**config.mk**
```make
export PLATFORM = sky130hd
export DESIGN_NAME = serial_command_frame_receiver
export DESIGN_NICKNAME = d
export VERILOG_FILES = /design/src/hdl/scfr_pkg.sv /design/src/hdl/serial_command_frame_receiver.sv
export SDC_FILE = /design/constraint.sdc
export NUM_CORES = 1
export LEC_CHECK = 0
export BUFFER_PORTS_ARGS = -buffer_cell sky130_fd_sc_hd__buf_2
export CORE_UTILIZATION = 40
export DETAILED_ROUTE_END_ITERATION = 6
export GPL_ROUTABILITY_DRIVEN = 0
export PLACE_DENSITY = 0.63
export SKIP_LAST_GASP = 1
export SYNTH_ARGS = -nofsm -noshare
export SYNTH_HDL_FRONTEND = slang
export SYNTH_SLANG_ARGS = --single-unit
```
**constraint.sdc**
```tcl
create_clock -name clk -period 6.1 [get_ports clk]
set_clock_uncertainty 0.2 [all_clocks]
set_input_delay 0.915 -clock clk [delete_from_list [all_inputs] [get_ports clk]]
set_output_delay 0.915 -clock clk [all_outputs]
set_load 0.01 [all_outputs]
```
**src/hdl/scfr_pkg.sv**
```systemverilog
// ----------------------------------------------------------------------------
// scfr_pkg
// Shared types and constants for the serial command frame receiver.
// ----------------------------------------------------------------------------
package scfr_pkg;

  localparam int unsigned BYTE_W     = 8;
  localparam int unsigned WORD_W     = 32;
  localparam int unsigned TIMEOUT_W  = 16;
  localparam int unsigned ELAPSED_W  = TIMEOUT_W + 1;
  localparam int unsigned COUNT_W    = 4;
  localparam int unsigned EVENT_W    = 2;
  localparam int unsigned CFG_IDX_W  = 1;
  localparam int unsigned CFG_DATA_W = TIMEOUT_W;

  // byte positions after the delimiter: command is 1, ID 2..5, value 6..9
  localparam logic [COUNT_W-1:0] VALUE_FIRST_INDEX = COUNT_W'(6);
  localparam logic [COUNT_W-1:0] FRAME_LAST_INDEX  = COUNT_W'(9);

  localparam logic [ELAPSED_W-1:0] ELAPSED_MAX = {ELAPSED_W{1'b1}};

  localparam logic [BYTE_W-1:0]    START_BYTE_RST = 8'h00;
  localparam logic [TIMEOUT_W-1:0] TIMEOUT_RST    = 16'd1000;

  typedef enum logic [CFG_IDX_W-1:0] {
    CFG_START_BYTE = 1'b0,
    CFG_TIMEOUT_MS = 1'b1
  } cfg_idx_t;

  typedef enum logic {
    REQ_BYTE = 1'b0,
    REQ_TICK = 1'b1
  } req_t;

  typedef enum logic [EVENT_W-1:0] {
    EV_NONE    = 2'd0,
    EV_DONE    = 2'd1,
    EV_TIMEOUT = 2'd2
  } event_t;

  typedef enum logic [1:0] {
    PH_IDLE  = 2'd0,
    PH_CMD   = 2'd1,
    PH_ID    = 2'd2,
    PH_VALUE = 2'd3
  } phase_t;

endpackage

```
**src/hdl/serial_command_frame_receiver.sv**
```systemverilog
// The result is registered and valid in the cycle after its word is accepted.
// Throughput: one word per cycle while out_ready; one result per accepted word.
// The single output register decouples the sides: in_ready is high whenever it
// is empty or being drained in the same cycle.
// Reset (rst_n low, synchronous): frame state idle, start byte 0, timeout 1000.
// ----------------------------------------------------------------------------
// serial_command_frame_receiver
// Hunts a byte/tick stream for a start delimiter, collects command, ID and
// value bytes, and reports completed frames or timeout aborts.
// ----------------------------------------------------------------------------
module serial_command_frame_receiver (
  input  logic                                clk,
  input  logic                                rst_n,
  input  logic                                cfg_we,
  input  logic [scfr_pkg::CFG_IDX_W-1:0]      cfg_idx,
  input  logic [scfr_pkg::CFG_DATA_W-1:0]     cfg_wdata,
  input  logic                                in_valid,
  output logic                                in_ready,
  input  logic                                in_req_type,
  input  logic [scfr_pkg::BYTE_W-1:0]         in_rx_byte,
  output logic                                out_valid,
  input  logic                                out_ready,
  output logic [scfr_pkg::EVENT_W-1:0]        out_event_res,
  output logic [scfr_pkg::BYTE_W-1:0]         out_command,
  output logic [scfr_pkg::WORD_W-1:0]         out_target_id,
  output logic [scfr_pkg::WORD_W-1:0]         out_set_value
);
  import scfr_pkg::*;

  logic [BYTE_W-1:0]    start_byte_r;
  logic [TIMEOUT_W-1:0] timeout_ms_r;

  phase_t               phase_r, phase_nxt;
  logic [COUNT_W-1:0]   count_r, count_nxt;
  logic [BYTE_W-1:0]    cmd_r, cmd_nxt;
  logic [WORD_W-1:0]    id_r, id_nxt;
  logic [WORD_W-1:0]    val_r, val_nxt;
  logic [ELAPSED_W-1:0] elapsed_r, elapsed_nxt;

  logic                 out_valid_r;
  event_t               ev_r, ev_nxt;
  logic [BYTE_W-1:0]    ocmd_r, ocmd_nxt;
  logic [WORD_W-1:0]    oid_r, oid_nxt;
  logic [WORD_W-1:0]    oval_r, oval_nxt;

  logic                 in_acc;
  logic [COUNT_W-1:0]   count_inc;
  logic [ELAPSED_W-1:0] elapsed_inc;
  logic [WORD_W-1:0]    val_shifted;

  assign in_ready  = !out_valid_r || out_ready;
  assign in_acc    = in_valid && in_ready;
  assign count_inc = count_r + COUNT_W'(1);
  assign elapsed_inc = (elapsed_r == ELAPSED_MAX) ? elapsed_r
                                                  : elapsed_r + ELAPSED_W'(1);
  assign val_shifted = {in_rx_byte, val_r[WORD_W-1:BYTE_W]};

  always_ff @(posedge clk) begin
    if (!rst_n) begin
      start_byte_r <= START_BYTE_RST;
      timeout_ms_r <= TIMEOUT_RST;
    end else if (cfg_we) begin
      case (cfg_idx_t'(cfg_idx))
        CFG_START_BYTE: start_byte_r <= cfg_wdata[BYTE_W-1:0];
        CFG_TIMEOUT_MS: timeout_ms_r <= cfg_wdata;
        default: ;
      endcase
    end
  end

  always_comb begin
    phase_nxt   = phase_r;
    count_nxt   = count_r;
    cmd_nxt     = cmd_r;
    id_nxt      = id_r;
    val_nxt     = val_r;
    elapsed_nxt = elapsed_r;
    ev_nxt      = EV_NONE;
    ocmd_nxt    = '0;
    oid_nxt     = '0;
    oval_nxt    = '0;

    if (req_t'(in_req_type) == REQ_TICK) begin
      if (phase_r != PH_IDLE) begin
        elapsed_nxt = elapsed_inc;
        if (elapsed_inc > {1'b0, timeout_ms_r}) begin
          phase_nxt   = PH_IDLE;
          count_nxt   = '0;
          cmd_nxt     = '0;
          id_nxt      = '0;
          val_nxt     = '0;
          elapsed_nxt = '0;
          ev_nxt      = EV_TIMEOUT;
        end
      end
    end else begin
      case (phase_r)
        PH_IDLE: begin
          if (in_rx_byte == start_byte_r) begin
            phase_nxt   = PH_CMD;
            count_nxt   = '0;
            cmd_nxt     = '0;
            id_nxt      = '0;
            val_nxt     = '0;
            elapsed_nxt = '0;
          end
        end
        PH_CMD: begin
          count_nxt = count_inc;
          cmd_nxt   = in_rx_byte;
          phase_nxt = PH_ID;
        end
        PH_ID: begin
          count_nxt = count_inc;
          id_nxt    = {in_rx_byte, id_r[WORD_W-1:BYTE_W]};
          if (count_inc >= VALUE_FIRST_INDEX - COUNT_W'(1)) begin
            phase_nxt = PH_VALUE;
          end
        end
        PH_VALUE: begin
          count_nxt = count_inc;
          val_nxt   = val_shifted;
          if (count_inc >= FRAME_LAST_INDEX) begin
            ev_nxt      = EV_DONE;
            ocmd_nxt    = cmd_r;
            oid_nxt     = id_r;
            oval_nxt    = val_shifted;
            phase_nxt   = PH_IDLE;
            count_nxt   = '0;
            cmd_nxt     = '0;
            id_nxt      = '0;
            val_nxt     = '0;
            elapsed_nxt = '0;
          end
        end
        default: phase_nxt = PH_IDLE;
      endcase
    end
  end

  always_ff @(posedge clk) begin
    if (!rst_n) begin
      phase_r     <= PH_IDLE;
      count_r     <= '0;
      cmd_r       <= '0;
      id_r        <= '0;
      val_r       <= '0;
      elapsed_r   <= '0;
      out_valid_r <= 1'b0;
    end else begin
      if (in_acc) begin
        phase_r   <= phase_nxt;
        count_r   <= count_nxt;
        cmd_r     <= cmd_nxt;
        id_r      <= id_nxt;
        val_r     <= val_nxt;
        elapsed_r <= elapsed_nxt;
        out_valid_r <= 1'b1;
      end else if (out_ready) begin
        out_valid_r <= 1'b0;
      end
    end
  end

  // result payload, loaded only on accept
  always_ff @(posedge clk) begin
    if (in_acc) begin
      ev_r   <= ev_nxt;
      ocmd_r <= ocmd_nxt;
      oid_r  <= oid_nxt;
      oval_r <= oval_nxt;
    end
  end

  assign out_valid     = out_valid_r;
  assign out_event_res = ev_r;
  assign out_command   = ocmd_r;
  assign out_target_id = oid_r;
  assign out_set_value = oval_r;

endmodule

```
# After elaboration in Yosys (flattened, before gate mapping)
# Index checks and enable logic that the tools add are counted.
# totals
reg_bits	194
latch_bits	0
ramBits	0
romBits	0
elab_cells	92
mem_count	0
# classes
addsub	2
n_mul	0
div	0
n_lt_le_gt_ge	3
n_eq_ne	10
shifts	0
n_mux	42
bitwise_logic	3
n_reduce_logical	19
# ops
cell	n
2-to-1 mux 32 bit	7
2-to-1 mux 17 bit	6
case mux 32 bit (3 select lines)	1
case mux 32 bit (2 select lines)	1
2-to-1 mux 8 bit	5
case mux 17 bit (2 select lines)	1
case mux 8 bit (3 select lines)	1
2-to-1 mux 4 bit	5
2-to-1 mux 2 bit	9
AND reduction 6 bit	3
adder 17 x 1 -> 17 bit, second input constant	1
== test 17 bit, second input constant	1
greater-than comparator 17 x 16 -> 1 bit	1
case mux 4 bit (3 select lines)	1
AND reduction 5 bit	2
!= test 3 bit, second input constant	3
== test 8 bit	1
case mux 2 bit (4 select lines)	1
nonzero test 4 bit	2
adder 4 x 1 -> 4 bit, second input constant	1
== test 2 bit, second input constant	2
greater-or-equal comparator 4 x 3 -> 1 bit, second input constant	1
greater-or-equal comparator 4 bit, second input constant	1
2-to-1 mux 1 bit	4
13 further kinds	18

# Logic depth before layout (Yosys ltp)
# Gate-level depths: netlist of the first run.
# depth
depth_word	6
ltp_mapped	16
mapped_depth_nobuf	14

# Worst setup path before layout of the first run
# Ideal clock, no wire load.
# synth_path
kind	input to register
from	input port out_ready
to	register val_r[12]
t_arrival_ns	4.009
t_required_ns	5.839
setup_slack_ns	1.830
cell_stages	7
n_path_buf	1
cell_sequence	nand2b_1 nand2_1 inv_1 nand2_1 nor3_1 clkbuf_1 a32o_1
# synth_via
elab_chain_len	3
# synth_lines
item	line	rtl
start, declared	serial_command_frame_receiver.sv:22	input logic out_ready,
logical OR 1 bit	serial_command_frame_receiver.sv:51	assign in_ready = !out_valid_r || out_ready;
logical AND 1 bit	serial_command_frame_receiver.sv:52	assign in_acc = in_valid && in_ready;
via in_acc	serial_command_frame_receiver.sv:46	logic in_acc;
AND reduction 5 bit (no source line)	--	
end signal, assigned	serial_command_frame_receiver.sv:156	val_r <= val_nxt;
end, declared	serial_command_frame_receiver.sv:37	logic [WORD_W-1:0] val_r, val_nxt;
# The timed path passes the listed nets, and every way through them passes these cells.
# A chain may end at the register's enable or synchronous reset.

# Worst setup path in the final report of the first run
# layout_path
from	register elapsed_r[0]
to	register val_r[15]
# layout_via
elab_chain_len	5
elab_cells_between_ends	6
# layout_lines
item	line	rtl
start, declared	serial_command_frame_receiver.sv:38	logic [ELAPSED_W-1:0] elapsed_r, elapsed_nxt;
start signal, assigned	serial_command_frame_receiver.sv:157	elapsed_r <= elapsed_nxt;
adder 17 x 1 -> 17 bit / == test 17 bit (equally long branches)	serial_command_frame_receiver.sv:55, serial_command_frame_receiver.sv:54	
2-to-1 mux 17 bit (*)	serial_command_frame_receiver.sv:54	assign elapsed_inc = (elapsed_r == ELAPSED_MAX) ? elapsed_r
greater-than comparator 17 x 16 -> 1 bit (*)	serial_command_frame_receiver.sv:86	if (elapsed_inc > {1'b0, timeout_ms_r}) begin
!= test 2 x 1 -> 1 bit (no source line) (*)	--	
AND reduction 5 bit (no source line) (*)	--	
# Every way passes the cells marked *; elsewhere a longest branch is shown, timed or not.

==> impl_metrics.prom, run 1 <==
# TYPE chip_impl_metric gauge
chip_impl_info{name="outcome",value="completed"} 1
chip_impl_metric{name="share_comb_of_total_power",unit="%"} 5.7
chip_impl_info{name="timing_worst_setup_path_type",value="reg -> reg"} 1
chip_impl_metric{name="power.internal",unit="mW"} 1.93
chip_impl_metric{name="place.port_buffers",unit=""} 106
chip_impl_info{name="holdPathEnd",value="id_r[3]"} 1
chip_impl_metric{name="num-fill-cells",unit=""} 1856
chip_impl_metric{name="antenna_found_initial",unit=""} 0
chip_impl_info{name="worstSetupStartpointType",value="flop"} 1
chip_impl_metric{name="cts_hold_buffers",unit=""} 0
chip_impl_info{name="synth.top_cells.by_area",value="sky130_fd_sc_hd__dfxtp_1, sky130_fd_sc_hd__edfxtp_1, sky130_fd_sc_hd__nand2_1"} 1
chip_impl_metric{name="fp.dieH",unit="um"} 144
chip_impl_info{name="end_kind",value="flop"} 1
chip_impl_metric{name="synth_enable_flop_cells",unit=""} 74
chip_impl_metric{name="layout_worst_path_cycle_share",unit="%"} 77.6
chip_impl_metric{name="max-clock-path-buffers",unit=""} 2
chip_impl_metric{name="power_per_cell_area",unit="mW/mm^2"} 276
chip_impl_metric{name="grt_util_all_layers",unit="%"} 17.0
chip_impl_metric{name="numCtsBuffers",unit=""} 17
chip_impl_metric{name="min_path_cells",unit=""} 2
chip_impl_metric{name="ys_async_sr_fraction",unit="%"} 0
chip_impl_metric{name="peakVddDrop",unit="uV"} 185
chip_impl_metric{name="synth_top_area_share",unit="%"} 27.7
chip_impl_metric{name="power.clock.fraction",unit="%"} 43.1
chip_impl_metric{name="start_util",unit="%"} 41.2
chip_impl_metric{name="mappedNetlistArea",unit="mm^2"} 0.00809
chip_impl_metric{name="max-cap-violations",unit=""} 0
chip_impl_metric{name="clock-sinks",unit=""} 186
chip_impl_metric{name="total_number_of_yosys_warnings",unit=""} 0
chip_impl_metric{name="grt_overflow_total",unit=""} 0
chip_impl_metric{name="final_nets",unit=""} 907
chip_impl_metric{name="syn_inst",unit=""} 767
chip_impl_metric{name="number_of_unique_standard_cell_types_used_by_synthesis",unit=""} 55
chip_impl_metric{name="reg2regPathDepth",unit=""} 14
chip_impl_metric{name="final_max_slew_viol_count",unit=""} 0
chip_impl_metric{name="row_count",unit=""} 51
chip_impl_metric{name="drt_pass1_iterations",unit=""} 5
chip_impl_info{name="tritoncts",value="yes"} 1
chip_impl_metric{name="fp.dieW",unit="um"} 144
chip_impl_metric{name="synth_seq_cells",unit=""} 186
chip_impl_metric{name="cp.arrival",unit="ns"} 4.91
chip_impl_metric{name="finalPower",unit="mW"} 2.60
chip_impl_metric{name="tightest_slew",unit="ns"} 1.16
chip_impl_metric{name="core_region_area",unit="mm^2"} 0.0197
chip_impl_info{name="critical_path.reg2reg.endpoint",value="val_r[15]"} 1
chip_impl_info{name="synth_flop_cell",value="sky130_fd_sc_hd__dfxtp_1"} 1
chip_impl_metric{name="detail_route.wirelength",unit="um"} 16900
chip_impl_metric{name="flow.area_growth_from_synthesis",unit="%"} 16.5
chip_impl_metric{name="share_seq_of_total_power",unit="%"} 51.3
chip_impl_info{name="rsz0062_at_grt",value="false"} 1
chip_impl_metric{name="timing.max_slew.rel_slack",unit="%"} 22.7
chip_impl_info{name="worstHoldStart",value="id_r[3]"} 1
chip_impl_metric{name="cts.htree.levels",unit=""} 4
chip_impl_metric{name="detail_route.wl_per_cell",unit="um"} 15.0
chip_impl_metric{name="boundaryPins",unit=""} 107
chip_impl_info{name="r2r_start",value="elapsed_r[0]"} 1
chip_impl_metric{name="drt.antenna.violating_nets",unit=""} 0
chip_impl_info{name="clk_root_buffer_cell",value="sky130_fd_sc_hd__clkbuf_16"} 1
chip_impl_metric{name="drt-initial-drc-count",unit=""} 424
chip_impl_metric{name="routed_via_density",unit=""} 5.05
chip_impl_metric{name="static-leakage-power",unit="nW"} 3.66
chip_impl_metric{name="fmax",unit="GHz"} 0.211
chip_impl_metric{name="postCtsResizedCells",unit=""} 0
chip_impl_metric{name="routed-via-count",unit=""} 5706
chip_impl_metric{name="antenna-diode-count",unit=""} 0
chip_impl_info{name="hp-class",value="reg -> reg"} 1
chip_impl_metric{name="post-cts-setup-buffer-count",unit=""} 0
chip_impl_metric{name="critical_path_peak_fanout",unit=""} 24
chip_impl_metric{name="clk_pin_slew",unit="ns"} 0.08
chip_impl_metric{name="crit_required",unit="ns"} 6.27
chip_impl_metric{name="worst-r2r-setup-slack",unit="ns"} 1.37
chip_impl_metric{name="worstSkewPairLatency",unit="ns"} 0.44
chip_impl_metric{name="postSynthNetCount",unit=""} 821
chip_impl_metric{name="floorplan.die_area",unit="mm^2"} 0.0208
chip_impl_metric{name="switchingPower",unit="mW"} 0.668
chip_impl_metric{name="sequential_element_share_of_the_synthesized_area",unit="%"} 55.2
chip_impl_metric{name="grt_pass1_vias",unit=""} 5083
chip_impl_info{name="ys_top_cells_by_count",value="sky130_fd_sc_hd__nand2_1, sky130_fd_sc_hd__dfxtp_1, sky130_fd_sc_hd__and2_1, sky130_fd_sc_hd__edfxtp_1, sky130_fd_sc_hd__mux2i_1"} 1
chip_impl_metric{name="hpwl",unit="um"} 11300
chip_impl_info{name="synth_area_leader_cell",value="sky130_fd_sc_hd__dfxtp_1"} 1
chip_impl_info{name="yosys.cell_count.top_type",value="sky130_fd_sc_hd__nand2_1"} 1
chip_impl_metric{name="final_period_minus_worst_setup_slack",unit="ns"} 4.73
chip_impl_metric{name="hold_violation_count_in_the_final_report",unit=""} 0
chip_impl_metric{name="grt_pass1_wl",unit="um"} 26800
chip_impl_metric{name="p_sw_share",unit="%"} 25.7
chip_impl_metric{name="syn_avg_cell_area",unit="um^2"} 10.5
chip_impl_metric{name="setup_viol",unit=""} 0
chip_impl_metric{name="grt_max_degree",unit=""} 76
chip_impl_metric{name="setup_total_negative_slack",unit="ns"} 0
chip_impl_metric{name="post-route-drc-count",unit=""} 0
chip_impl_metric{name="fin_util",unit="%"} 47.9
chip_impl_metric{name="drive_gt1_share",unit="%"} 18.9
==> layout make-up <==
cell class | instances | area (um^2) | area share (%)
Multi-Input combinational cell | 508 | 3330 | 35.4
Tap cell | 265 | 332 | 3.52
Clock buffer | 17 | 425 | 4.51
Sequential cell | 186 | 4460 | 47.4
Timing Repair Buffer | 113 | 583 | 6.19
Inverter | 27 | 103 | 1.09
Clock inverter | 15 | 184 | 1.95
==> critical path: stages (launching register included) <==
cell and delay [ns]:
sky130_fd_sc_hd__dfxtp_1 0.36, sky130_fd_sc_hd__ha_1 0.33, sky130_fd_sc_hd__and4_1 0.29, sky130_fd_sc_hd__a2111oi_2 0.58, sky130_fd_sc_hd__nand3_1 0.16, sky130_fd_sc_hd__and2_1 0.19, sky130_fd_sc_hd__or2_2 0.29, sky130_fd_sc_hd__ha_1 0.28
sky130_fd_sc_hd__nand4_1 0.09, sky130_fd_sc_hd__o21ai_1 0.09, sky130_fd_sc_hd__a211oi_1 0.38, sky130_fd_sc_hd__a211oi_4 0.10, sky130_fd_sc_hd__o21a_1 0.23, sky130_fd_sc_hd__o21ai_2 0.78, sky130_fd_sc_hd__a32o_1 0.28
==> through the flow <==
stage               area (um^2)  worst slack, ns  instances  hold WS [ns]
global placement           8810             1.47       1099         0.239
floorplan                  8090             1.83        767         0.230
finish                     9420             1.37       1131         0.256
detailed placement         8810             1.42       1099         0.245
global route               9420            0.995       1131         0.271
CTS                        9420             1.40       1131         0.259
==> worst max path at each step <==
| stage | start | end | cells past startpoint |
|---|---|---|---|
| after detailed placement | elapsed_r[0] | val_r[8] | 14 |
| final | elapsed_r[0] | val_r[15] | 14 |
| after global placement | elapsed_r[0] | val_r[13] | 14 |
| after global routing | elapsed_r[0] | val_r[29] | 14 |
| after floorplan | out_ready | val_r[12] | 7 |
| after CTS | elapsed_r[0] | val_r[15] | 14 |
==> power by group through the flow <==
stage,clock network [mW],registers [mW],logic (mW)
after floorplan,0,1.37,0.0757
after global placement,0,1.36,0.149
after detailed placement,0,1.36,0.150
after CTS,1.14,1.33,0.150
after global routing,1.19,1.34,0.163
final,1.12,1.33,0.147
==> flip-flops by register name (all words and copies together) (netlist names), 16 cells and up <==
register       flops
out_set_value     32
out_target_id     32
timeout_ms_r      16
elapsed_r         17
val_r             24
id_r              32
==> placed cells by master (no fill, tap or decap), types with 4 or more instances in the layout <==
cell                        count
sky130_fd_sc_hd__a21oi_1       35
sky130_fd_sc_hd__a31oi_1        6
sky130_fd_sc_hd__a32o_1        24
sky130_fd_sc_hd__and2_1        75
sky130_fd_sc_hd__and3_1        10
sky130_fd_sc_hd__and4_1         5
sky130_fd_sc_hd__buf_2        106
sky130_fd_sc_hd__buf_4          7
sky130_fd_sc_hd__clkbuf_16     17
sky130_fd_sc_hd__clkinv_8       4
sky130_fd_sc_hd__dfxtp_1      112
sky130_fd_sc_hd__edfxtp_1      74
sky130_fd_sc_hd__ha_1          23
sky130_fd_sc_hd__inv_1         26
sky130_fd_sc_hd__inv_8          6
sky130_fd_sc_hd__mux2i_1       48
sky130_fd_sc_hd__nand2_1      134
sky130_fd_sc_hd__nand3_1       29
sky130_fd_sc_hd__nand4_1       10
sky130_fd_sc_hd__nor2_1        22
sky130_fd_sc_hd__nor2b_1        4
sky130_fd_sc_hd__nor3_1         5
sky130_fd_sc_hd__o211ai_1       9
sky130_fd_sc_hd__o21ai_0        5
sky130_fd_sc_hd__xnor2_1       17
==> cell families after synthesis <==
| family | Yosys count | share of synthesized area (%) |
|---|---|---|
| xor gates and xnor gates | 20 | 2.17 |
| DFF | 186 | 55.2 |
| buffers and inverters | 73 | 3.79 |
| adders and majority gates | 23 | 3.56 |
| AOI/OAI and AO/OA | 103 | 9.87 |
| muxes | 50 | 6.22 |
| and+or+nand+nor | 312 | 19.2 |
==> routing by layer <==
layer | GRT usage (%) | routed length (um)
met1 | 23.4 | 8370
met2 | 26.6 | 7520
met3 | 2.95 | 751
met4 | 6.48 | 288
met5 | 0 | 0
Power figures use the tool's default switching activity.
==> run 2, diff against run 1 <==
ABC_AREA = 1   (was unset)
clock period = 4.7 ns   (was 6.1 ns; I/O delays follow)
==> impl_metrics.prom, run 2 <==
# TYPE chip_impl_metric gauge
chip_impl_metric{name="post_placement_cell_count",unit=""} 1426
chip_impl_metric{name="worstSkewPairLatency",unit="ns"} 0.43
chip_impl_metric{name="final_max_slew_viol_count",unit=""} 0
chip_impl_metric{name="routed-via-count",unit=""} 6923
chip_impl_metric{name="setup_total_negative_slack",unit="ns"} 0
chip_impl_info{name="synth_flop_cell",value="sky130_fd_sc_hd__dfxtp_1"} 1
chip_impl_metric{name="mappedNetlistArea",unit="mm^2"} 0.00858
chip_impl_metric{name="grt_max_degree",unit=""} 75
chip_impl_metric{name="tightest_slew",unit="ns"} 0.943
chip_impl_info{name="clk_root_buffer_cell",value="sky130_fd_sc_hd__clkbuf_16"} 1
chip_impl_metric{name="power_per_cell_area",unit="mW/mm^2"} 358
chip_impl_metric{name="layout_worst_path_cycle_share",unit="%"} 87.7
chip_impl_metric{name="antenna-diode-count",unit=""} 0
chip_impl_metric{name="tightest_hold_margin",unit="ns"} 0.266
chip_impl_metric{name="final_nets",unit=""} 1224
chip_impl_metric{name="synth_top_area_share",unit="%"} 26.1
chip_impl_info{name="critPathTopFamily",value="simple AND/OR/NAND/NOR gates"} 1
chip_impl_info{name="hp-class",value="reg -> reg"} 1
chip_impl_info{name="layout.cells.most_common_list",value="sky130_fd_sc_hd__nand2_1, sky130_fd_sc_hd__nor2_1, sky130_fd_sc_hd__inv_1, sky130_fd_sc_hd__dfxtp_1, sky130_fd_sc_hd__buf_2"} 1
chip_impl_metric{name="routed_via_density",unit=""} 4.75
chip_impl_metric{name="row_count",unit=""} 53
chip_impl_metric{name="grt_pass1_wl",unit="um"} 31500
chip_impl_info{name="tritoncts",value="yes"} 1
chip_impl_metric{name="numCtsBuffers",unit=""} 17
chip_impl_info{name="outcome",value="completed"} 1
chip_impl_metric{name="peakVddDrop",unit="uV"} 263
chip_impl_metric{name="fp.dieH",unit="um"} 148
chip_impl_metric{name="clk_pin_slew",unit="ns"} 0.07
chip_impl_info{name="worstSetupStartpointType",value="flop"} 1
chip_impl_metric{name="place.port_buffers",unit=""} 106
chip_impl_info{name="yosys.cell_count.top_type",value="sky130_fd_sc_hd__nand2_1"} 1
chip_impl_metric{name="worst-r2r-setup-slack",unit="ns"} 0.58
chip_impl_metric{name="cts.htree.levels",unit=""} 4
chip_impl_metric{name="hold_violation_count_in_the_final_report",unit=""} 0
chip_impl_metric{name="max-clock-path-buffers",unit=""} 2
chip_impl_metric{name="final_cells",unit=""} 1458
chip_impl_metric{name="num-fill-cells",unit=""} 2037
chip_impl_metric{name="flow.area_growth_from_synthesis",unit="%"} 15.2
chip_impl_metric{name="post-route-drc-count",unit=""} 0
chip_impl_metric{name="boundaryPins",unit=""} 107
chip_impl_metric{name="number_of_unique_standard_cell_types_used_by_synthesis",unit=""} 33
chip_impl_metric{name="timing.max_slew.rel_slack",unit="%"} 37.1
chip_impl_metric{name="grt_pass1_vias",unit=""} 6290
chip_impl_info{name="rsz0062_at_grt",value="false"} 1
chip_impl_metric{name="regArea",unit="mm^2"} 0.00446
chip_impl_metric{name="cp.arrival",unit="ns"} 4.29
chip_impl_metric{name="start_util",unit="%"} 40.8
chip_impl_metric{name="total_number_of_yosys_warnings",unit=""} 0
chip_impl_info{name="critical_path.slowest_cell",value="sky130_fd_sc_hd__nand3_4"} 1
chip_impl_metric{name="antenna_found_initial",unit=""} 0
chip_impl_metric{name="drt-initial-drc-count",unit=""} 492
chip_impl_metric{name="cts_hold_buffers",unit=""} 0
chip_impl_metric{name="cpPeakStageDelay",unit="ns"} 0.48
chip_impl_metric{name="critical_path_peak_fanout",unit=""} 47
chip_impl_info{name="synth.top_cells.by_area",value="sky130_fd_sc_hd__dfxtp_1, sky130_fd_sc_hd__edfxtp_1, sky130_fd_sc_hd__nand2_1"} 1
chip_impl_metric{name="grt_overflow_total",unit=""} 0
chip_impl_info{name="crit_top_cell",value="sky130_fd_sc_hd__nand2_1"} 1
chip_impl_metric{name="drive_gt1_share",unit="%"} 14.1
chip_impl_metric{name="postSynthNetCount",unit=""} 1141
chip_impl_info{name="commonest_non_fill_non_tap_cell_in_the_layout",value="sky130_fd_sc_hd__nand2_1"} 1
chip_impl_metric{name="syn_avg_cell_area",unit="um^2"} 7.90
chip_impl_metric{name="sequential_element_share_of_the_synthesized_area",unit="%"} 52.0
chip_impl_info{name="end_kind",value="flop"} 1
chip_impl_metric{name="post-cts-setup-buffer-count",unit=""} 0
chip_impl_metric{name="combined_area_of_the_multi_input_logic_cells",unit="mm^2"} 0.00337
chip_impl_metric{name="clock-sinks",unit=""} 186
chip_impl_info{name="ys_top_cells_by_count",value="sky130_fd_sc_hd__nand2_1, sky130_fd_sc_hd__nor2_1, sky130_fd_sc_hd__inv_1, sky130_fd_sc_hd__dfxtp_1, sky130_fd_sc_hd__edfxtp_1"} 1
chip_impl_metric{name="syn_inst",unit=""} 1087
chip_impl_metric{name="final_period_minus_worst_setup_slack",unit="ns"} 4.12
chip_impl_metric{name="hpwl",unit="um"} 13300
chip_impl_info{name="timing_worst_setup_path_type",value="reg -> reg"} 1
chip_impl_metric{name="max-cap-violations",unit=""} 0
chip_impl_metric{name="floorplan.die_area",unit="mm^2"} 0.0220
chip_impl_metric{name="static-leakage-power",unit="nW"} 4.39
chip_impl_metric{name="postCtsResizedCells",unit=""} 0
chip_impl_metric{name="fmax",unit="GHz"} 0.243
chip_impl_metric{name="drt.antenna.violating_nets",unit=""} 0
chip_impl_metric{name="synth_enable_flop_cells",unit=""} 74
chip_impl_metric{name="finalPower",unit="mW"} 3.54
chip_impl_metric{name="detail_route.wirelength",unit="um"} 19400
chip_impl_metric{name="detail_route.wl_per_cell",unit="um"} 13.3
chip_impl_metric{name="fp.dieW",unit="um"} 148
chip_impl_info{name="synth_area_leader_cell",value="sky130_fd_sc_hd__dfxtp_1"} 1
chip_impl_metric{name="ys_async_sr_fraction",unit="%"} 0
chip_impl_info{name="worstPathCellList",value="ha_1 -> inv_1 -> nor2_4 -> nand2_2 -> nor2_1 -> nand2_1 -> inv_1 -> nor3_1 -> xor2_1 -> ha_1 -> nand2_1 -> nor2_1 -> nand2_1 -> nand3_1 -> nand2_1 -> nand2_1 -> nand2_1 -> nand2_2 -> nand2_4 -> nand2_8 -> nand3_4 -> nand2_1 -> nand2_1 -> nor2_1"} 1
chip_impl_metric{name="synth_seq_cells",unit=""} 186
chip_impl_metric{name="core_region_area",unit="mm^2"} 0.0210
chip_impl_metric{name="drt_pass1_iterations",unit=""} 5
chip_impl_metric{name="crit_required",unit="ns"} 4.87
chip_impl_metric{name="grt_util_all_layers",unit="%"} 18.3
chip_impl_metric{name="worstPathBufferInverterCount",unit=""} 2
chip_impl_metric{name="setup_viol",unit=""} 0
## run 2: cell count changes after synthesis, sizes merged, moves of 9 or more
cell	before	now
mux2i	48	0
inv	27	136
and3	10	0
nor2	25	238
buf	12	23
nand3	29	18
a21oi	35	44
and2	76	0
nand2	134	286
a32o	24	0
nand4	10	46
xor2	3	12
o21ai	8	20
xnor2	17	7
## run 2: final timing paths
path	from	depth (start not counted)	end
max	elapsed_r[0]	24	id_r[9]
min	timeout_ms_r[11]	2	timeout_ms_r[11]
max reg2reg	elapsed_r[0]	24	id_r[9]
min reg2reg	timeout_ms_r[11]	2	timeout_ms_r[11]
## run 2: worst min-delay path: stages (launching register included)
cell and delay (ns):
sky130_fd_sc_hd__dfxtp_1 0.30, sky130_fd_sc_hd__inv_1 0.06, sky130_fd_sc_hd__a21oi_1 0.06
## run 2: final cells by class
type	instances	share of cell area (%)
clock buffer	17	4.30
sequential	186	45.2
clock inverter	15	1.86
inverter	136	5.16
multi-input combinational	715	34.1
tap	275	3.48
timing repair buffer	114	5.97
## run 2: cell families (layout without fill, tap and decap cells)
kind of cell | after synthesis | in the layout | share of synthesized area [%]
AND/OR/NAND/NOR | 601 | 601 | 29.4
XOR/XNOR | 19 | 19 | 1.94
AO/OA/AOI/OAI | 72 | 72 | 4.45
buffers and inverters | 186 | 282 | 8.88
adder cells (fa/ha/maj) | 23 | 23 | 3.35
flip-flops | 186 | 186 | 52.0
## run 2: metal layers
metal  vias up  track usage [%]  routed length [um]
met5         -                0                   0
met4         0             6.55                 263
met3        21             3.16                 764
met2       146             29.8                9050
met1      3188             24.2                9330
li1       3568                -                   -
## run 2: metrics by stage
stage	cell area (um^2)	setup WS, ns	util [%]
after floorplan	8590	0.225	-
after global placement	9280	0.718	44.1
after detailed placement	9280	0.632	44.1
after CTS	9890	0.588	47.0
after global routing	9890	0.0905	47.0
final	9890	0.579	47.0
## run 2: power breakdown
part           internal [mW]  switching, mW  total (mW)
clock                  0.806          0.671        1.48
combinational         0.0904          0.204       0.295
sequential              1.74         0.0234        1.77
